$ cat src/rtl/core/mlc_pkg.sv
// ----------------------------------------------------------------------------
// mlc_pkg
// Shared types and constants of the minimum line cover unit.
// ----------------------------------------------------------------------------
package mlc_pkg;
  localparam int LineCap = 8;
  localparam int ResBits = 4;
  typedef logic [ResBits-1:0] res_t;
  // Control from the sequencer to the datapath.
  typedef struct packed {
    logic clr;
    logic load;
  } ctl_t;
endpackage

$ cat src/rtl/core/mlc_dp.sv
// ----------------------------------------------------------------------------
// mlc_dp
// Shared multiplier pair for the cross-product collinearity test.
// ----------------------------------------------------------------------------
module mlc_dp import mlc_pkg::*; #(
  parameter int COORD_BITS = 11
) (
  input  logic                    clk,
  input  logic signed [COORD_BITS:0] da1,
  input  logic signed [COORD_BITS:0] db1,
  input  logic signed [COORD_BITS:0] da2,
  input  logic signed [COORD_BITS:0] db2,
  output logic                    eq_r
);
  localparam int PW = 2*COORD_BITS+2;
  logic signed [PW-1:0] p1_r, p2_r;

  // One product per side, registered, then compared.
  always_ff @(posedge clk) begin
    p1_r <= da1 * db1;
    p2_r <= da2 * db2;
    eq_r <= (p1_r == p2_r);
  end
endmodule

$ cat config.mk
export PLATFORM = sky130hd
export DESIGN_NAME = mlc_dp
export DESIGN_NICKNAME = d
export VERILOG_FILES = /design/src/rtl/core/mlc_pkg.sv /design/src/rtl/core/mlc_dp.sv
export SDC_FILE = /design/constraint.sdc
export NUM_CORES = 1
export LEC_CHECK = 0
export ABC_AREA = 1
export BUFFER_PORTS_ARGS = -buffer_cell sky130_fd_sc_hd__buf_2
export CAP_MARGIN = 20
export CORE_UTILIZATION = 59
export CTS_CLUSTER_SIZE = 40
export DETAILED_ROUTE_END_ITERATION = 12
export HOLD_SLACK_MARGIN = 0.1
export PLACE_DENSITY = 0.8
export SYNTH_ARGS = -nofsm -noshare
export SYNTH_HDL_FRONTEND = slang
export SYNTH_SLANG_ARGS = --single-unit
$ cat constraint.sdc
create_clock -name clk -period 4.25 [get_ports clk]
set_clock_uncertainty 0.2 [all_clocks]
set_input_delay 0.2125 -clock clk [delete_from_list [all_inputs] [get_ports clk]]
set_output_delay 0.2125 -clock clk [all_outputs]
set_load 0.02 [all_outputs]
## Word level (Yosys, flattened, before mapping)

Cells that the tools add are included.
Widths: inputs -> output; s select.

| storage, ports and cells | value |
|---|---|
| register bits | 49 |
| input port bits | 49 |
| output and inout port bits | 1 |
| word-level logic and storage cells | 6 |

| operators by class | value |
|---|---|
| eq/ne operators | 1 |
| $mul | 2 |

Operators with widths:

| cell | number |
|---|---|
| $mul 12x12->24 | 2 |
| $eq 24x24->1 | 1 |

## Logic depth before layout (Yosys ltp)

| logic depth | value |
|---|---|
| depth in word-level cells | 1 |
| mapped depth | 24 |
| mapped depth without buffers | 23 |

## Worst setup path after synthesis

OpenSTA, ideal clock, no wires.

| timing path | value |
|---|---|
| path kind | in2reg |
| start point | in da2[11] |
| end point | reg p2_r[23] |
| required time | 3,938 ps |
| path buffers | 1 |
| cell stages on the path | 22 |
| setup slack | -423 ps |
| setup time | 112 ps |
| arrival time | 4,361 ps |
| cell sequence | clkbuf_1 > nand2_1 > fa_1 > inv_1 > ha_1 > inv_1 > fa_1 > inv_1 > fa_1 > inv_1 > fa_1 > inv_1 > ha_1 > nand2_2 > nor2_2 > inv_1 > nor2_2 > nand4_1 > inv_1 > nor2_1 > nand2_1 > nand2_1 |

| on the way | value |
|---|---|
| word-level cells in the longest chain between the ends | 1 |

RTL lines:

| what | RTL line | text |
|---|---|---|
| start: declaration | mlc_dp.sv:11 | `input logic signed [COORD_BITS:0] da2,` |
| $mul 12x12->24 | mlc_dp.sv:21 | `p2_r <= da2 * db2;` |
| end signal: assignment | mlc_dp.sv:21 |  |
| end: declaration | mlc_dp.sv:16 | `logic signed [PW-1:0] p1_r, p2_r;` |

Every way passes these cells.

## Worst setup path after layout

| timing path | value |
|---|---|
| start point | in db2[8] |
| end point | reg p2_r[23] |

| on the way | value |
|---|---|
| word-level cells in the longest chain between the ends | 1 |

RTL lines:

| what | RTL line | text |
|---|---|---|
| start: declaration | mlc_dp.sv:12 | `input logic signed [COORD_BITS:0] db2,` |
| $mul 12x12->24 | mlc_dp.sv:21 |  |

Every way passes these cells.

==> qor.yml <==
detailed_routing:
  via_count: 11300
  wire_per_inst_um: 16.3
  wl_um: 34600
  drtPass1Iterations: 5
  drc_errors: 0
  drt_iter0_markers: 899
  ant_nets: 0
  avgViaCountPerCell: 5.33
clock_network:
  clkTransAtPathRegs_ps: 70
  h-tree-depth: 2
  clock-root-buffer: "clkbuf_16"
  cts_sinks: 49
  cts_max_path_buffers: 2
  postCtsHoldBufs: 0
  cts_tree: "built"
  cts_buffers: 5
  clk_latency_ps: 300
synthesis:
  syn-num-nets: 2074
  synth_top_area_cell: "fa_1"
  synth-seq-area-share_pct: 7.60
  synthMuxAreaShare_pct: 0
  synth-compound-area-share_pct: 2.37
  ys_top_cells_by_area: "fa_1 43%, inv_1 14%, nand2_1 13%"
  synth_top_family_by_area: "adder cells"
  ys_seq_elements: 49
  synthSimpleGateAreaFrac_pct: 18.7
  synthAdderAreaFrac_pct: 52.7
  synth_xor_area_share_pct: 3.66
  synth_cells: 1647
  synth.top_cell.area_share_pct: 42.8
  yosysUniqueCellTypes: 31
  synth.avg_cell_area_um2: 7.84
  ys.warnings.count: 0
  synthesis.area_mm2: 0.0129
worst_setup_path:
  slowest_stage: "fa_1"
  slowest_delay_ps: 550
  reg2regPathDepth: 5
  worst-path-buf-inv: 6
  path_max_fanout: 12
  critPathKind: "in -> reg"
  r2r-end: "eq_r$_DFF_P_"
  crit_path_end_kind: "flip-flop"
  critPathArrivalTime_ps: 4370
  critical-path-top-delay-family: "adder cells"
  r2r_slack_ps: 2910
  cp_cell_sequence: "buf_12, nand2_2, fa_2, buf_6, fa_1, inv_2, fa_1, inv_1, fa_1, inv_1, fa_1, ha_4, nand4_1, nor2_2, nand4_1, inv_1, nor2_1, nand2_1, nand2_1"
  crit_path_frequent_cell: "fa_1"
  critPathLaunchType: "primary input"
  r2r-start: "p2_r[23]$_DFF_P_"
  cp.required_ps: 4240
timing:
  final_max_slew_viol_count: 0
  timing.final.crit_share_pct: 103
  fin_crit_ps: 4380
  slew_headroom_pct: 74.4
  fmax_mhz: 228
  finalHoldViolCount: 0
  worst_slack_ps: -129
  setup_viol: 8
  rsz0062_at_grt: "yes"
  tightest_slew_ps: 381
floorplanning:
  coreArea_mm2: 0.0212
  die_area_mm2: 0.0225
  die_w_um: 150
  dieHeight_um: 150
  rows: 53
  start_util_pct: 60.9
  ios: 50
worst_hold_path:
  min_path_cells: 4
  min_to: "p1_r[0]$_DFF_P_"
  hold_class: "in -> reg"
  min-delay-start: "da1[0]"
job:
  cap_violations: 0
final_layout:
  synthToLayoutAreaGrowth_pct: 29.1
  drive_gt1_share_pct: 27.0
  antenna_cells: 0
  layout.nets: 2275
placement:
  dp_hpwl_um: 25700
  place.gp.congestion: 0.925
  port_buffers: 49
  place_ws_ps: -565
global_route:
  grt_usage_pct: 28.9
  grt_max_degree: 18
  overflow: 0
  grt_pass1_vias: 11600
  grt_pass1_wl_um: 52000
  antenna_found_initial: 0
outcome:
  status: "finished, violations left"
  violations: "negative setup slack"
==> flip-flops by register name, summed over array words and instances (netlist names) <==
| signal | count |
|---|---|
| p1_r | 24 |
| eq_r | 1 |
| p2_r | 24 |
==> through the flow <==
step                      cells  utilization (%)  hold slack, ps  cell area [um2]  TNS [ps]
after global routing       2124             78.6             171            16700     -2540
after global placement     2081             70.6             337            15000     -9140
after detailed placement   2081             70.6             353            15000    -11040
after CTS                  2096             72.9             131            15500     -87.5
final                      2124             78.6             153            16700      -522
after floorplan            1647                -             106            13500      -436
==> Yosys cell counts, drive strengths merged <==
library cell / instances
a21boi: 1
a21o: 3
a21oi: 31
a31oi: 1
and2: 2
clkbuf: 48
dfxtp: 49
fa: 276
ha: 102
inv: 467
nand2: 451
nand2b: 2
nand3: 41
nand3b: 5
nand4: 13
nor2: 69
nor3: 3
nor4: 1
o2111ai: 1
o211ai: 1
o21ai: 16
o21bai: 2
or2: 8
xnor2: 27
xor2: 27
==> cell usage in the layout, fill, tap and decap left out, drive strengths merged, types with 27 or more instances in the layout <==
cell type	instances
inv	468
nand2	451
fa	276
buf	233
ha	102
nor2	69
dfxtp	49
nand3	41
a21oi	31
xor2	27
xnor2	27
==> kinds of logic after synthesis <==
family                     after synthesis
buffers and inverters                  515
adders and majority gates              378
and+or+nand+nor                        595
DFF                                     49
AOI/OAI and AO/OA                       56
xor gates and xnor gates                54
==> what timing repair did <==
action                                  CTS  global route
gates resized for setup                  80           275
hold endpoints to repair                  0             0
pin swaps                                45           148
endpoints found under the setup margin   23            27
buffers inserted                          7            23
gates cloned                              0             5
==> worst min-delay path: cells and delay by family <==
family                 cells  cell delay [ps]
AND/OR/NAND/NOR            1               70
buffers and inverters      3              330
==> how the worst max path moves through the flow <==
| stage | startpoint | to | slack, ps | cells past startpoint |
|---|---|---|---|---|
| floorplan | db2[11] | p2_r[22]$_DFF_P_ | -120 | 19 |
| global placement | da2[11] | p2_r[23]$_DFF_P_ | -510 | 18 |
| detailed placement | da2[11] | p2_r[23]$_DFF_P_ | -570 | 18 |
| global route | da1[10] | p1_r[21]$_DFF_P_ | -250 | 19 |
| CTS | da2[10] | p2_r[23]$_DFF_P_ | -80 | 18 |
| finish | db2[8] | p2_r[23]$_DFF_P_ | -130 | 19 |
==> layout make-up <==
class	count	area, um2
multi-input combinational	1083	11200
fill	1303	4550
timing repair buffer	242	2250
inverter	467	1770
sequential	49	981
tap	275	344
clock buffer	5	125
clock inverter	3	25.0
==> metal layers <==
layer	routed length (um)	track usage (%)	up-vias
li1	-	-	5113
met1	13100	37.4	5586
met2	17600	50.5	491
met3	2620	5.98	129
met4	1180	5.10	0
met5	0	0	-
Power is not shown: default switching activity piles up to over one toggle a cycle in this logic, so the estimate is an artifact.
